### src/rtl/assert_macros.svh
// assertion macros used by the thermometer display serialiser
// expects i_clk and i_rst_n (synchronous, active low) in the using module
`ifndef ASSERT_MACROS_SVH
`define ASSERT_MACROS_SVH

// property checked every edge outside reset
`define TSD_ASSERT(lbl, prop, msg) \
    lbl: assert property (@(posedge i_clk) disable iff (!i_rst_n) prop) else $error(msg);

// antecedent this edge, consequent at the next edge
`define TSD_ASSERT_NEXT(lbl, ante, cons, msg) \
    lbl: assert property (@(posedge i_clk) disable iff (!i_rst_n) (ante) |=> (cons)) \
        else $error(msg);

`endif

### src/rtl/tssd_pkg.sv
`timescale 1ns / 1ps
// types, constants and segment table for the thermometer display driver
// no dependencies
package tssd_pkg;

    localparam int unsigned ADC_W   = 10;
    localparam int unsigned CFG_W   = 10;
    localparam int unsigned CFG_IDX_W = 1;

    // register indexes
    localparam logic [CFG_IDX_W-1:0] CFG_ZERO_OFFSET    = 1'b0;
    localparam logic [CFG_IDX_W-1:0] CFG_CEILING_TENTHS = 1'b1;

    localparam logic [CFG_W-1:0] ZERO_OFFSET_RST    = 10'd500;
    localparam logic [CFG_W-1:0] CEILING_TENTHS_RST = 10'd377;

    // reciprocal multipliers for divide by ten
    localparam int unsigned RECIP10_16 = 6554;  // exact for values below 4096
    localparam int unsigned RECIP10_11 = 205;   // exact for values below 1024

    localparam logic [11:0] FAHR_OFFSET = 12'd320;

    localparam logic [7:0] SEG_DP = 8'h80;
    localparam logic [7:0] SYM_C  = 8'h39;
    localparam logic [7:0] SYM_F  = 8'h71;

    // display positions
    localparam logic [1:0] POS_HUND = 2'd0;
    localparam logic [1:0] POS_TENS = 2'd1;
    localparam logic [1:0] POS_ONES = 2'd2;
    localparam logic [1:0] POS_SYM  = 2'd3;

    typedef struct packed {
        logic [ADC_W-1:0] adc_value;
        logic             show_fahrenheit;
    } t_in_word;

    typedef struct packed {
        logic [7:0] segments;
        logic [1:0] digit_position;
        logic       blank;
        logic       last;
    } t_out_word;

    // clamped celsius tenths and its tenth
    typedef struct packed {
        logic [9:0] tenths;
        logic [6:0] degrees;
        logic       fahr;
    } t_temp_word;

    typedef struct packed {
        logic [3:0] hund;
        logic [3:0] tens;
        logic [3:0] ones;
        logic       fahr;
    } t_digit_word;

    function automatic logic [7:0] seg_of(input logic [3:0] digit);
        logic [7:0] seg;
        case (digit)
            4'd0:    seg = 8'h3F;
            4'd1:    seg = 8'h06;
            4'd2:    seg = 8'h5B;
            4'd3:    seg = 8'h4F;
            4'd4:    seg = 8'h66;
            4'd5:    seg = 8'h6D;
            4'd6:    seg = 8'h7D;
            4'd7:    seg = 8'h07;
            4'd8:    seg = 8'h7F;
            4'd9:    seg = 8'h67;
            default: seg = 8'h00;
        endcase
        return seg;
    endfunction

endpackage

### src/rtl/tssd_temp.sv
`timescale 1ns / 1ps
// input register and offset / clamp stage, celsius tenths and whole degrees
// depends on tssd_pkg
module tssd_temp (
    input  logic                   i_clk,
    input  logic                   i_rst_n,
    input  logic [9:0]             i_zero_offset,
    input  logic [9:0]             i_ceiling_tenths,
    input  logic                   i_valid,
    output logic                   o_ready,
    input  tssd_pkg::t_in_word     i_word,
    output logic                   o_valid,
    input  logic                   i_ready,
    output tssd_pkg::t_temp_word   o_word
);
    import tssd_pkg::*;

    logic       r_s1_valid;
    t_in_word   r_s1_word;
    logic       r_s2_valid;
    t_temp_word r_s2_word;

    logic        w_rdy1;
    logic        w_rdy2;
    logic [9:0]  w_diff;
    logic [9:0]  w_tenths;
    logic [22:0] w_prod;
    t_temp_word  n_s2_word;

    assign w_rdy2  = !r_s2_valid || i_ready;
    assign w_rdy1  = !r_s1_valid || w_rdy2;
    assign o_ready = w_rdy1;

    // subtract offset, floor at zero, then clamp to ceiling
    always_comb begin
        w_diff = (r_s1_word.adc_value < i_zero_offset) ? 10'd0
                                                        : r_s1_word.adc_value - i_zero_offset;
        w_tenths = (w_diff > i_ceiling_tenths) ? i_ceiling_tenths : w_diff;
        w_prod   = 23'(w_tenths) * 23'(RECIP10_16);
        n_s2_word.tenths  = w_tenths;
        n_s2_word.degrees = w_prod[22:16];
        n_s2_word.fahr    = r_s1_word.show_fahrenheit;
    end

    always_ff @(posedge i_clk) begin
        if (!i_rst_n) begin
            r_s1_valid <= 1'b0;
            r_s2_valid <= 1'b0;
        end else begin
            if (w_rdy1) r_s1_valid <= i_valid;
            if (w_rdy2) r_s2_valid <= r_s1_valid;
        end
    end

    always_ff @(posedge i_clk) begin
        if (w_rdy1 && i_valid) r_s1_word <= i_word;
        if (w_rdy2 && r_s1_valid) r_s2_word <= n_s2_word;
    end

    assign o_valid = r_s2_valid;
    assign o_word  = r_s2_word;

endmodule

### src/rtl/tssd_digits.sv
`timescale 1ns / 1ps
// unit conversion and decimal digit split over two stages
// depends on tssd_pkg
module tssd_digits (
    input  logic                   i_clk,
    input  logic                   i_rst_n,
    input  logic                   i_valid,
    output logic                   o_ready,
    input  tssd_pkg::t_temp_word   i_word,
    output logic                   o_valid,
    input  logic                   i_ready,
    output tssd_pkg::t_digit_word  o_word
);
    import tssd_pkg::*;

    logic        r_s3_valid;
    logic [7:0]  r_s3_q1;
    logic [3:0]  r_s3_ones;
    logic        r_s3_fahr;
    logic        r_s4_valid;
    t_digit_word r_s4_word;

    logic        w_rdy3;
    logic        w_rdy4;
    logic [11:0] w_value;
    logic [24:0] w_prod1;
    logic [7:0]  w_q1;
    logic [11:0] w_q1x10;
    logic [11:0] w_rem1;
    logic [15:0] w_prod2;
    logic [4:0]  w_q2;
    logic [7:0]  w_q2x10;
    logic [7:0]  w_rem2;
    logic [4:0]  w_hund;
    t_digit_word n_s4_word;

    assign w_rdy4  = !r_s4_valid || i_ready;
    assign w_rdy3  = !r_s3_valid || w_rdy4;
    assign o_ready = w_rdy3;

    // display value, then value / 10 and the ones digit
    always_comb begin
        w_value = i_word.fahr
                  ? (12'(i_word.degrees) << 4) + (12'(i_word.degrees) << 1) + FAHR_OFFSET
                  : 12'(i_word.tenths);
        w_prod1 = 25'(w_value) * 25'(RECIP10_16);
        w_q1    = w_prod1[23:16];
        w_q1x10 = (12'(w_q1) << 3) + (12'(w_q1) << 1);
        w_rem1  = w_value - w_q1x10;
    end

    // tens digit and hundreds modulo ten
    always_comb begin
        w_prod2 = 16'(r_s3_q1) * 16'(RECIP10_11);
        w_q2    = w_prod2[15:11];
        w_q2x10 = (8'(w_q2) << 3) + (8'(w_q2) << 1);
        w_rem2  = r_s3_q1 - w_q2x10;
        if (w_q2 >= 5'd20)      w_hund = w_q2 - 5'd20;
        else if (w_q2 >= 5'd10) w_hund = w_q2 - 5'd10;
        else                    w_hund = w_q2;
        n_s4_word.hund = w_hund[3:0];
        n_s4_word.tens = w_rem2[3:0];
        n_s4_word.ones = r_s3_ones;
        n_s4_word.fahr = r_s3_fahr;
    end

    always_ff @(posedge i_clk) begin
        if (!i_rst_n) begin
            r_s3_valid <= 1'b0;
            r_s4_valid <= 1'b0;
        end else begin
            if (w_rdy3) r_s3_valid <= i_valid;
            if (w_rdy4) r_s4_valid <= r_s3_valid;
        end
    end

    always_ff @(posedge i_clk) begin
        if (w_rdy3 && i_valid) begin
            r_s3_q1   <= w_q1;
            r_s3_ones <= w_rem1[3:0];
            r_s3_fahr <= i_word.fahr;
        end
        if (w_rdy4 && r_s3_valid) r_s4_word <= n_s4_word;
    end

    assign o_valid = r_s4_valid;
    assign o_word  = r_s4_word;

endmodule

### src/rtl/tssd_serial.sv
`timescale 1ns / 1ps
// holds one sample's digits and sends its four segment words in turn
// depends on tssd_pkg and assert_macros.svh
`include "assert_macros.svh"
module tssd_serial (
    input  logic                   i_clk,
    input  logic                   i_rst_n,
    input  logic                   i_valid,
    output logic                   o_ready,
    input  tssd_pkg::t_digit_word  i_word,
    output logic                   o_valid,
    input  logic                   i_ready,
    output tssd_pkg::t_out_word    o_word
);
    import tssd_pkg::*;

    localparam logic [1:0] IDX_SYM  = 2'd0;
    localparam logic [1:0] IDX_ONES = 2'd3;

    logic        r_busy;
    logic [1:0]  r_idx;
    t_digit_word r_dig;
    t_out_word   r_word;

    logic        w_load;
    logic        w_step;
    t_out_word   n_word;

    function automatic t_out_word word_for(input logic [1:0] idx, input t_digit_word dig);
        t_out_word w;
        w = '0;
        case (idx)
            2'd0: begin
                w.segments       = dig.fahr ? SYM_F : SYM_C;
                w.digit_position = POS_SYM;
            end
            2'd1: begin
                // leading zero hundreds stays dark
                w.blank          = (dig.hund == 4'd0);
                w.segments       = w.blank ? 8'h00 : seg_of(dig.hund);
                w.digit_position = POS_HUND;
            end
            2'd2: begin
                w.segments       = seg_of(dig.tens) | SEG_DP;
                w.digit_position = POS_TENS;
            end
            default: begin
                w.segments       = seg_of(dig.ones);
                w.digit_position = POS_ONES;
                w.last           = 1'b1;
            end
        endcase
        return w;
    endfunction

    assign o_ready = !r_busy || (i_ready && r_idx == IDX_ONES);
    assign w_load  = i_valid && o_ready;
    assign w_step  = r_busy && i_ready && r_idx != IDX_ONES;
    assign n_word  = word_for(r_idx + 2'd1, r_dig);

    always_ff @(posedge i_clk) begin
        if (!i_rst_n) begin
            r_busy <= 1'b0;
            r_idx  <= IDX_SYM;
        end else if (w_load) begin
            r_busy <= 1'b1;
            r_idx  <= IDX_SYM;
        end else if (r_busy && i_ready) begin
            if (r_idx == IDX_ONES) r_busy <= 1'b0;
            else                   r_idx  <= r_idx + 2'd1;
        end
    end

    always_ff @(posedge i_clk) begin
        if (w_load) begin
            r_dig  <= i_word;
            r_word <= word_for(IDX_SYM, i_word);
        end else if (w_step) begin
            r_word <= n_word;
        end
    end

    assign o_valid = r_busy;
    assign o_word  = r_word;

    `TSD_ASSERT(a_last_is_ones, (o_valid && o_word.last) |-> (o_word.digit_position == POS_ONES), "last word not at ones position")
    `TSD_ASSERT_NEXT(a_symbol_first, o_valid && i_ready && o_word.last, !o_valid || o_word.digit_position == POS_SYM, "sample did not open with symbol")
    `TSD_ASSERT(a_no_take_mid, (r_busy && r_idx != IDX_ONES) |-> !o_ready, "new sample taken mid sequence")
    `TSD_ASSERT(a_blank_dark, (o_valid && o_word.blank) |-> (o_word.segments == 8'h00), "blank digit has segments lit")

endmodule

### src/rtl/thermometer_seven_segment_driver_core.sv
`timescale 1ns / 1ps
// top level of the seven segment thermometer driver
// depends on tssd_pkg, tssd_temp, tssd_digits, tssd_serial
//
// usage
//   input channel: i_in_valid / o_in_ready carry one word per sample, a ten
//   bit converter reading plus the unit select (1 fahrenheit, 0 celsius)
//   output channel: o_out_valid / i_out_ready carry four segment words per
//   sample, in order unit symbol, hundreds, tens (with decimal point), ones;
//   last marks the ones word, blank marks a dark leading zero hundreds
//   config port: i_cfg_we writes i_cfg_wdata into register i_cfg_idx at the
//   clock edge, 0 zero offset, 1 ceiling in tenths; write only while idle
// timing
//   four register stages (input, clamp, convert, digit split) feed the word
//   serialiser, whose output register takes the symbol word from the digit
//   split stage; the serialiser sends one word a cycle while the receiver is
//   ready and takes a new sample only as the ones word of the last is taken
//   up to four samples sit in the stages while the output is busy
// reset and stall
//   synchronous active low reset empties every stage and reloads the offset
//   with 500 and the ceiling with 377
//   a stalled receiver holds the current word; the stages fill behind it
//   and o_in_ready drops once all are full
module thermometer_seven_segment_driver_core (
    input  logic                                i_clk,
    input  logic                                i_rst_n,
    input  logic                                i_in_valid,
    output logic                                o_in_ready,
    input  tssd_pkg::t_in_word                  i_in_word,
    output logic                                o_out_valid,
    input  logic                                i_out_ready,
    output tssd_pkg::t_out_word                 o_out_word,
    input  logic                                i_cfg_we,
    input  logic [tssd_pkg::CFG_IDX_W-1:0]      i_cfg_idx,
    input  logic [tssd_pkg::CFG_W-1:0]          i_cfg_wdata
);
    import tssd_pkg::*;

    logic [CFG_W-1:0] r_zero_offset;
    logic [CFG_W-1:0] r_ceiling_tenths;

    logic        w_temp_valid;
    logic        w_temp_ready;
    t_temp_word  w_temp_word;
    logic        w_dig_valid;
    logic        w_dig_ready;
    t_digit_word w_dig_word;

    // configuration registers, plain write decode
    always_ff @(posedge i_clk) begin
        if (!i_rst_n) begin
            r_zero_offset    <= ZERO_OFFSET_RST;
            r_ceiling_tenths <= CEILING_TENTHS_RST;
        end else if (i_cfg_we) begin
            unique case (i_cfg_idx)
                CFG_ZERO_OFFSET:    r_zero_offset    <= i_cfg_wdata;
                CFG_CEILING_TENTHS: r_ceiling_tenths <= i_cfg_wdata;
                default:            ;
            endcase
        end
    end

    // offset removal and clamp
    tssd_temp u_temp (
        .i_clk            (i_clk),
        .i_rst_n          (i_rst_n),
        .i_zero_offset    (r_zero_offset),
        .i_ceiling_tenths (r_ceiling_tenths),
        .i_valid          (i_in_valid),
        .o_ready          (o_in_ready),
        .i_word           (i_in_word),
        .o_valid          (w_temp_valid),
        .i_ready          (w_temp_ready),
        .o_word           (w_temp_word)
    );

    // unit conversion and digit split
    tssd_digits u_digits (
        .i_clk   (i_clk),
        .i_rst_n (i_rst_n),
        .i_valid (w_temp_valid),
        .o_ready (w_temp_ready),
        .i_word  (w_temp_word),
        .o_valid (w_dig_valid),
        .i_ready (w_dig_ready),
        .o_word  (w_dig_word)
    );

    // four words per sample onto the output channel
    tssd_serial u_serial (
        .i_clk   (i_clk),
        .i_rst_n (i_rst_n),
        .i_valid (w_dig_valid),
        .o_ready (w_dig_ready),
        .i_word  (w_dig_word),
        .o_valid (o_out_valid),
        .i_ready (i_out_ready),
        .o_word  (o_out_word)
    );

endmodule
### config.mk
export PLATFORM = sky130hd
export DESIGN_NAME = thermometer_seven_segment_driver_core
export DESIGN_NICKNAME = d
export VERILOG_FILES = /design/src/rtl/tssd_pkg.sv /design/src/rtl/tssd_temp.sv /design/src/rtl/tssd_digits.sv /design/src/rtl/tssd_serial.sv /design/src/rtl/thermometer_seven_segment_driver_core.sv
export VERILOG_INCLUDE_DIRS = /design/src /design/src/rtl
export SDC_FILE = /design/constraint.sdc
export NUM_CORES = 1
export LEC_CHECK = 0
export BUFFER_PORTS_ARGS = -buffer_cell sky130_fd_sc_hd__buf_2
export CAP_MARGIN = 20
export CORE_AREA = 2 2 216 218
export DETAILED_ROUTE_END_ITERATION = 10
export DIE_AREA = 0 0 218 220
export PLACE_DENSITY = 0.51
export SYNTH_ARGS = -nofsm -noshare
export SYNTH_HDL_FRONTEND = slang
export SYNTH_HIERARCHICAL = 1
export SYNTH_SLANG_ARGS = --single-unit
### constraint.sdc
create_clock -name i_clk -period 7.65 [get_ports i_clk]
set_clock_uncertainty 0.1 [all_clocks]
set_input_delay 0.765 -clock i_clk [delete_from_list [all_inputs] [get_ports i_clk]]
set_output_delay 0.765 -clock i_clk [all_outputs]
set_load 0.01 [all_outputs]
Word-level counts from Yosys, hierarchy flattened
Memory sizes are Yosys's and may differ from the RTL's. A register that Yosys moved wholly into a read port is not among the register bits.
Cells that the tools add are included.

operators by class
  bitwise logic cells = 3
  multipliers = 3
  add/sub/neg operators = 10
  reduce and logical (&&, ||, !) cells = 29
  eq/ne operators = 4
  order comparisons = 4
  muxes and demuxes = 19

operators with widths
  kind                                                                                 number
  12-bit 2-to-1 mux                                                                    3
  10-bit one-hot mux with 3 select lines                                               1
  12-bit by 12-bit multiplier with 23-bit output, second input constant                1
  10-bit by 12-bit multiplier with 22-bit output, second input constant                1
  10-bit 2-to-1 mux                                                                    2
  4-bit 2-to-1 mux                                                                     5
  8-bit by 8-bit multiplier with 16-bit output, second input constant                  1
  7-bit 2-to-1 mux                                                                     2
  11-bit by 8-bit adder with 12-bit output                                             1
  12-bit by 9-bit adder with 12-bit output, second input constant                      1
  10-bit > comparator                                                                  1
  10-bit less-than comparator                                                          1
  10-bit subtractor                                                                    1
  4-bit adder                                                                          2
  1-bit logical AND                                                                    8
  8-bit 2-to-1 mux                                                                     1
  2-bit AND reduction                                                                  4
  4-bit subtractor                                                                     2
  2-bit nonzero test                                                                   3
  5-bit by 4-bit greater-or-equal comparator with 1-bit output, second input constant  1
  5-bit greater-or-equal comparator, second input constant                             1
  1-bit zero test                                                                      5
  1-bit logical OR                                                                     5
  1-bit 2-to-1 mux                                                                     5
  other kinds (11)                                                                     14

word-level totals
  logic and storage cells = 103
  memories kept = 3
  bits in registers = 107
  memory bits (read-only) = 336

memory list
  name              depth  bits a word  rd ports  clocked after memory_dff  wr ports  RTL line        RTL
  (name not given)  16     7            1         1                         0         tssd_pkg.sv:61  case (digit)
  (name not given)  16     7            1         1                         0         tssd_pkg.sv:61
  (name not given)  16     7            1         1                         0         tssd_pkg.sv:61

Longest topological paths before layout
Gate-level depths: netlist of the first run.

  depth after elaboration = 8
  gate-level depth with buffers = 41
  depth with buffers taken out = 40

By module
Netlist of the first run, hierarchy kept.

by module, submodules not included
  module                                 instances  cells each  sequential area each (µm²)  area an instance (µm²)
  tssd_digits                            1          521         820.8                       5270.1
  tssd_temp                              1          397         910.9                       3963.8
  tssd_serial                            1          232         1191.1                      2547.4
  thermometer_seven_segment_driver_core  1          90          400.4                       850.8

Least setup slack after synthesis of the first run
Ideal clock, no wire load.

  kind = register to register
  from = register u_temp/r_s1_word[1] in the netlist's numbering
  to = register u_temp.r_s2_word (netlist bit u_temp/o_word[7]) (data pin)
  library setup time = 0.258 ns
  path buffers = 2
  period minus slack after synthesis = 8.110 ns
  path slack = -0.460 ns
  data required time = 7.292 ns
  arrival = 7.752 ns
  cell stages (with the launch flop) = 41
  cells stage by stage = edfxtp_1 > inv_1 > ha_1 > inv_1 > fa_1 > a21o_4 > nand4_4 > nand2_1 > a31oi_1 > xnor2_1 > inv_1 > nor2_1 > ha_1 > and4_1 > and4_1 > and2_1 > inv_1 > o211ai_1 > [5 not listed] > fa_1 > inv_1 > fa_1 > inv_1 > fa_1 > inv_1 > fa_1 > inv_1 > ha_1 > inv_1 > nor2_1 > o21a_1 > o21bai_1 > a311oi_1 > nand4b_1 > a31oi_1 > nand3_1 > xnor2_1

RTL lines
  what                    RTL line         RTL
  from (decl)             tssd_temp.sv:19  t_in_word r_s1_word;
  from (signal assigned)  tssd_temp.sv:56  if (w_rdy1 && i_valid) r_s1_word <= i_word;
  to (signal assigned)    tssd_temp.sv:57  if (w_rdy2 && r_s1_valid) r_s2_word <= n_s2_word;
  to (decl)               tssd_temp.sv:21  t_temp_word r_s2_word;

==> flow_summary.yaml, run 1 <==
outcome:
  status: "finished with violations"
  violations: "setup timing"
sta:
  fmax_ghz: 0.127
  timing.final.hold_violations: 0
  rsz0062_at_grt: "yes"
  worst_slew_pin_slew_ps: 854
  setup_viol: 5
  timing.final.crit_share_pct: 103
  setup_ws_ps: -204
  relSlewSlack_pct: 42.9
  slew_violations: 0
  period_minus_slack_ps: 7850
placement:
  dpl_cell_area_mm2: 0.0141
  dp_hpwl_um: 23300
  post-place-ws_ps: -342
  place_congestion: 0.821
  io_buffer_count: 40
setup_path:
  path_class: "register to register"
  max_stage_delay_ps: 580
  end_kind: "register"
  crit-reg2reg-launch: "u_temp/r_s1_word[1]"
  r2r_cells: 36
  critPathTopFamily: "adder cells"
  arrival_ps: 7930
  cp-startpoint: "u_temp/r_s1_word[1]"
  path_common_cell: "fa_1"
  crit_required_ps: 7730
  cp_max_fo: 5
  slowest_stage: "fa_1"
  critPathLaunchType: "register"
  crit_buf_inv: 6
  cp.depth: 36
run:
  maxCapViolCount: 0
yosys:
  synth-async-reset-ratio_pct: 0
  synth_top_family_by_area: "adder cells"
  synth.top_cell.area_share_pct: 23.4
  syn_inst: 1240
  syn_area_per_cell_um2: 10.2
  syn_area_mm2: 0.0126
  synth_top_cell_by_area: "ha_1"
  synth-compound-area-share_pct: 13.4
  synthSimpleGateAreaFrac_pct: 9.21
  synth_xor_area_share_pct: 3.82
  synthAdderAreaFrac_pct: 35.6
  synthMuxAreaShare_pct: 2.71
  synth-edff-count: 76
  synth_cell_types: 95
  ys_seq_elements: 128
  yosys_warnings: 6
  syn_nets: 1580
  yosysSeqAreaShare_pct: 26.3
  synthFlopType: "edfxtp_1"
  yosys-top-cells-area: "ha_1 23%, edfxtp_1 18%, fa_1 12%"
route:
  vias: 9038
  initialDrtViolationCount: 340
  drt_wl_total_um: 28600
  routed_via_density: 4.47
  drt-pass1-iter-count: 5
  ant_nets: 0
  wl_per_cell_um: 14.1
  drc: 0
clock_tree:
  tritoncts: "done"
  clock_path_buffers: 2
  clock_latency_ps: 440
  clock-sinks: 128
  root_buffer: "clkbuf_16"
  htreeDepth: 4
  numCtsBuffers: 17
  postCtsHoldBufs: 0
  clk_pin_slew_ps: 60
layout:
  fin_area_mm2: 0.0155
  drive_gt1_share_pct: 24.0
  final_common_cell: "inv_1"
  utilization_pct: 33.9
  final_cell_mix: "248 x inv_1, 222 x ha_1, 117 x buf_4"
  diodes: 0
  nFillCells: 4692
  nNetsFinal: 1743
  area_growth_syn_to_layout_pct: 22.9
worst_hold_path:
  hold_class: "register to register"
  hold_path_depth: 0
  min_from: "u_digits/r_s3_ones[3]"
floorplanning:
  core.rowCount: 79
  pin_count: 41
  initial_utilization_pct: 27.5
  dieHeight_um: 220
  die-area_mm2: 0.0480
  core_mm2: 0.0459
  die_x_um: 218
grt:
  met3_usage_pct: 2.26
  antenna_found_initial: 0
  grt.overflow.total: 0
  grtUsageMet2_pct: 22.4
  grt_pass1_wl_um: 47000
  grt_max_degree: 35
  grt_pass1_vias: 9485
  grt_use_met1_pct: 14.8
  top_usage_layer: "met2"
  grt_usage_pct: 12.4
synth_stat cells, drive strengths merged, types with 3 or more instances:
library cell / number
a21oi: 42
and4: 3
nand2: 57
buf: 17
nand3b: 6
and3: 9
nand3: 25
xnor2: 33
xor2: 16
mux2i: 26
a32oi: 9
nor2b: 14
a211oi: 7
a211o: 3
ha: 236
o21a: 6
a21o: 17
nor3: 11
a31oi: 11
mux2: 7
dfxtp: 52
nor2: 32
o31ai: 12
nand4: 8
a221oi: 6
and2: 21
nand2b: 5
inv: 259
o21bai: 6
o22ai: 16
edfxtp: 76
fa: 77
a21boi: 6
clkbuf: 7
o21ai: 38
or2: 10
a311oi: 3
o211ai: 15
path summary, 6_finish.rpt:
kind / endpoint / slack [ps]
worst max-delay path: u_temp/o_word[7] / -200
worst min-delay path: u_digits/o_word[4] / 330
worst max register to register: u_temp/o_word[7] / -200
worst min register to register: u_digits/o_word[4] / 330
per-stage QoR:
stage,instances,TNS (ps),hold slack (ps)
4_1_cts,2007,-332,326
2_1_floorplan,1240,0,300
3_3_place_gp,1947,-1170,307
3_5_place_dp,1947,-1520,307
5_1_grt,2023,-2280,338
6_report,2023,-549,326
cell families (layout without fill, tap and decap cells):
family / after synthesis / count (layout)
AOI/OAI and AO/OA: 216 / 217
xor gates and xnor gates: 51 / 51
adders and majority gates: 313 / 313
buffers and inverters: 284 / 459
DFF: 128 / 128
muxes: 33 / 33
and+or+nand+nor: 215 / 215
timing repair:
item,CTS,global route
setup buffers,27,16
endpoints found under the setup margin,7,7
gates resized for setup,37,70
gates cloned,1,0
pin swaps,37,59
worst reg2reg max path: cells and delay by family (launching register included):
family	cells	cell delay (ps)
mux	1	260
fa+ha+maj	8	3170
compound gates	12	2050
buf+inv	6	560
xor+xnor	2	250
flops	1	370
simple gates	7	870
layer usage:
layer,wire length (um),vias up
met5,0,-
met4,578,0
met3,705,34
met2,14400,113
met1,12900,4311
li1,-,4580
final cells by class:
type / instances / area, um2 / area share (%)
multi-input combinational: 829 / 8710 / 56.1
sequential: 128 / 3320 / 21.4
tap: 607 / 759 / 4.89
inverter: 260 / 976 / 6.28
clock buffer: 17 / 425 / 2.74
timing repair buffer: 167 / 1200 / 7.73
clock inverter: 15 / 140 / 0.902
Power of run 1 is left out: the tool's default activity adds up to more than one toggle a clock period on the data nets, which glitch-free logic cannot reach.
==> run 2: changes to the inputs <==
Settings changed: PLACE_DENSITY 0.51 to 0.52.
==> run 2 against run 1 <==
  * The run still ends with setup timing left
  * Critical path depth up 4
  * Non-clock buffer count down 24
  * Clock-buffer cell count up 3
  * Final cell count down 1.2%
  * Utilization down 0.62 points
==> flow_summary.yaml, run 2 (synthesis gave the netlist of run 1 again) <==
setup_path:
  cp-endpoint: "u_temp/o_word[7]"
  cp_max_fo: 6
  path_class: "register to register"
  end_kind: "register"
  cp-startpoint: "u_temp/r_s1_word[1]"
  r2r_cells: 40
  crit-reg2reg-launch: "u_temp/r_s1_word[1]"
  timing.rr.end: "u_temp/o_word[7]"
  crit_required_ps: 7730
  cp.depth: 40
  slowest_stage: "fa_1"
  critPathLaunchType: "register"
  r2r_setup_slack_ps: -30
  critPathTopFamily: "adder cells"
  arrival_ps: 7750
  crit_buf_inv: 10
  max_stage_delay_ps: 560
grt:
  grt_max_degree: 35
  grt_usage_pct: 12.2
  grt.overflow.total: 0
  grt_pass1_wl_um: 46300
  grt_pass1_vias: 9279
  antenna_found_initial: 0
layout:
  utilization_pct: 33.2
  multi_input_area_mm2: 0.00859
  nFillCells: 4667
  diodes: 0
  final_cell_mix: "251 x inv_1, 223 x ha_1, 96 x buf_4"
  nNetsFinal: 1719
  register_area_mm2: 0.00332
  final_common_cell: "inv_1"
  drive_gt1_share_pct: 21.4
  area_growth_syn_to_layout_pct: 20.7
floorplanning:
  dieHeight_um: 220
  die_x_um: 218
  pin_count: 41
  die-area_mm2: 0.0480
  initial_utilization_pct: 27.5
  core_mm2: 0.0459
  core.rowCount: 79
clock_tree:
  numCtsBuffers: 17
  clk_pin_slew_ps: 60
  clock_latency_ps: 440
  clock_path_buffers: 2
  htreeDepth: 4
  clock-sinks: 128
  tritoncts: "done"
  root_buffer: "clkbuf_16"
sta:
  timing.hold.ws_ps: 319
  period_minus_slack_ps: 7680
  setup_viol: 1
  timing.final.hold_violations: 0
  worst_slew_pin_slew_ps: 794
  rsz0062_at_grt: "yes"
  fmax_ghz: 0.130
  setup_ws_ps: -25.2
  slew_violations: 0
  timing.final.crit_share_pct: 100
  relSlewSlack_pct: 47.0
route:
  wl_per_cell_um: 13.9
  drc: 0
  routed_via_density: 4.48
  vias: 8964
  ant_nets: 0
  drt-pass1-iter-count: 5
  initialDrtViolationCount: 294
  drt_wl_total_um: 27900
run:
  maxCapViolCount: 0
placement:
  dp_hpwl_um: 23100
  place_congestion: 0.863
  io_buffer_count: 40
outcome:
  status: "finished with violations"
  violations: "setup timing"
worst_hold_path:
  hold_class: "register to register"
## run 2: repair_timing
item                                   CTS  global route
setup endpoints to repair                7             7
resized for setup                       34            47
cloned                                   1             0
endpoints found under the hold margin    0             0
hold buffers                             0             0
setup buffers                           13             8
pin swaps                               38            40
## run 2: worst min path at each step
stage	from	endpoint	slack (ps)	cells past startpoint
2_1_floorplan	u_digits/r_s3_fahr	u_digits/o_word[0]	300	0
3_3_place_gp	u_digits/r_s3_ones[3]	u_digits/o_word[4]	300	0
3_5_place_dp	u_digits/r_s3_ones[0]	u_digits/o_word[1]	310	0
4_1_cts	u_digits/r_s3_ones[0]	u_digits/o_word[1]	320	0
5_1_grt	u_digits/r_s3_ones[0]	u_digits/o_word[1]	330	0
6_report	u_digits/r_s3_ones[0]	u_digits/o_word[1]	320	0
## run 2: metal layers
layer  wire (um)  track usage, %
met2       14600            22.8
met3         753            2.28
met4         374            3.29
met1       12100            14.1
met5           0               0
## run 2: layout make-up
cell class                 count  share of cell area [%]
clock buffer                  20                    3.07
clock inverter                12                   0.796
inverter                     260                    6.40
multi-input combinational    829                    56.3
sequential                   128                    21.8
tap                          607                    4.98
timing repair buffer         143                    6.61
## run 2: metrics by stage
step | setup TNS (ps) | setup slack [ps] | cells | instance area (um2)
finish | -25.2 | -25.2 | 1999 | 15200
floorplan | 0 | 31.9 | 1240 | 12700
detailed placement | -1100 | -228 | 1945 | 14100
global route | -1410 | -357 | 1999 | 15200
global placement | -676 | -148 | 1944 | 14100
CTS | -21.0 | -17.1 | 1991 | 15000
Power of run 2 is left out for the same reason.
==> run 3: changes to the inputs <==
Settings changed: CORE_AREA 2 2 216 218 to 2 2 208 210, DIE_AREA 0 0 218 220 to 0 0 210 212, SYNTH_HIERARCHICAL 1 to not set.
==> run 3 against run 2 <==
  * The run still ends with setup timing left
  * Clock-buffer cell count decreased by 1
  * Utilization increased by 0.32 points
  * Final area decreased by 6.4%
  * Via count decreased by 8.6%
==> flow_summary.yaml, run 3 <==
grt:
  antenna_found_initial: 0
  grt_max_degree: 27
  grt_pass1_wl_um: 42600
  grt_usage_pct: 12.1
  grt_pass1_vias: 8718
  grt.overflow.total: 0
setup_path:
  end_kind: "register"
  cp_max_fo: 5
  slowest_stage: "fa_1"
  crit_required_ps: 7730
  max_stage_delay_ps: 570
  path_class: "register to register"
  arrival_ps: 7950
  critPathLaunchType: "register"
sta:
  setup_viol: 6
  rsz0062_at_grt: "yes"
  setup_ws_ps: -218
  slew_violations: 0
  worst_slew_pin_slew_ps: 698
  fmax_ghz: 0.127
  period_minus_slack_ps: 7870
  relSlewSlack_pct: 52.1
  timing.final.crit_share_pct: 103
  timing.final.hold_violations: 0
route:
  ant_nets: 0
  dr_wl_met2_um: 12200
  wl_met3_um: 593
  drt-pass1-iter-count: 4
  initialDrtViolationCount: 245
  vias: 8190
  drt_wl_total_um: 25000
  drc: 0
  routed_via_density: 4.45
  met1_length_um: 11900
  top_layer: "met4"
  wl_per_cell_um: 13.6
clock_tree:
  htreeDepth: 4
  tritoncts: "done"
  clock_latency_ps: 440
  clock_path_buffers: 2
  clk_pin_slew_ps: 60
  clock-sinks: 128
  postCtsHoldBufs: 0
  root_buffer: "clkbuf_16"
  numCtsBuffers: 17
outcome:
  status: "finished with violations"
  violations: "setup timing"
yosys:
  yosysSeqAreaShare_pct: 28.4
  synth_top_cell_by_area: "ha_1"
  syn_nets: 1474
  synth.most_common_cell: "ha_1"
  syn_area_mm2: 0.0117
  yosys-top-cells-area: "ha_1 26%, edfxtp_1 19%, fa_1 13%"
  synth.top_cell.area_share_pct: 25.7
  syn_inst: 1130
  yosys_warnings: 0
  synth-async-reset-ratio_pct: 0
  syn_area_per_cell_um2: 10.4
  ys_seq_elements: 128
  synthFlopType: "edfxtp_1"
  synth_cell_types: 70
  synth-edff-count: 76
  synth.top_cells.by_count: "240 x ha_1, 176 x inv_1, 84 x nand2_1"
layout:
  drive_gt1_share_pct: 19.6
  final_cell_mix: "229 x ha_1, 172 x inv_1, 109 x buf_4"
  diodes: 0
  fin_area_mm2: 0.0143
  final_common_cell: "ha_1"
  area_growth_syn_to_layout_pct: 21.9
  nNetsFinal: 1626
floorplanning:
  initial_utilization_pct: 27.5
  die_x_um: 210
  dieHeight_um: 212
  die-area_mm2: 0.0445
  core.rowCount: 76
  core_mm2: 0.0425
  pin_count: 41
placement:
  dp_hpwl_um: 20900
  io_buffer_count: 40
  dpl_cell_area_mm2: 0.0133
  place_congestion: 0.818
run:
  maxCapViolCount: 0
worst_hold_path:
  hold_class: "register to register"
==> run 3: cell count changes after synthesis, sizes merged, moves of 8 or more <==
cell / previous run / this run
nand2: 57 / 85
o31ai: 12 / 2
nand3: 25 / 14
nor2: 32 / 46
a21oi: 42 / 53
a21boi: 6 / 14
buf: 17 / 2
inv: 259 / 176
and2: 21 / 10
mux2i: 26 / 15
clkbuf: 7 / 17
a32oi: 9 / 0
==> run 3: through the flow <==
stage                     TNS, ps  hold WS, ps  util (%)  std cells  setup slack [ps]
after floorplan              -449          300         -       1130              -223
after global placement      -2410          305      31.4       1798              -510
after detailed placement    -2860          305      31.4       1799              -574
after CTS                   -1200          323      33.3       1836              -342
after global routing        -2950          329      33.6       1841              -555
final                        -762          320      33.6       1841              -218
==> run 3: what timing repair did <==
action | 4_1_cts | 5_1_grt
setup endpoints to repair | 7 | 7
pin swaps | 27 | 21
setup buffers | 4 | 3
cloned | 1 | 0
gates resized for setup | 27 | 16
==> run 3: cells by family after synthesis <==
kind of cell | count (synthesis) | synth area share (%)
buffers and inverters | 195 | 6.26
AND/OR/NAND/NOR | 216 | 8.91
multiplexers | 23 | 2.05
flip-flops | 128 | 28.4
adder cells (fa/ha/maj) | 317 | 38.8
XOR/XNOR | 45 | 3.50
AO/OA/AOI/OAI | 206 | 12.1
==> run 3: final timing paths <==
kind         depth (start not counted)             startpoint            endpoint  slack (ps)
max                                 36    u_temp.r_s1_word[1]    u_temp.o_word[6]        -220
min                                  0  u_digits.r_s3_ones[2]  u_digits.o_word[3]         320
max reg2reg                         36    u_temp.r_s1_word[1]    u_temp.o_word[6]        -220
min reg2reg                          0  u_digits.r_s3_ones[2]  u_digits.o_word[3]         320
==> run 3: critical path: cells and delay by family, from the launching register on <==
kind / cells / cell delay, ps
buffers and inverters: 6 / 320
XOR/XNOR: 2 / 280
adder cells (fa/ha/maj): 8 / 2970
AO/OA/AOI/OAI: 13 / 2170
AND/OR/NAND/NOR: 6 / 1060
flip-flops: 1 / 370
multiplexers: 1 / 350
==> run 3: layer usage <==
metal	up-vias	track usage [%]
li1	4215	-
met1	3869	14.9
met2	74	21.5
met3	32	2.26
met4	0	3.55
met5	-	0
==> run 3: area by class of cell <==
class | instances | area, um2
Fill cell | 4244 | 28200
Multi-Input combinational cell | 808 | 7950
Sequential cell | 128 | 3320
Timing Repair Buffer | 151 | 1040
Tap cell | 546 | 683
Inverter | 176 | 661
Clock buffer | 19 | 475
Clock inverter | 13 | 136
Power of run 3 is left out for the same reason.
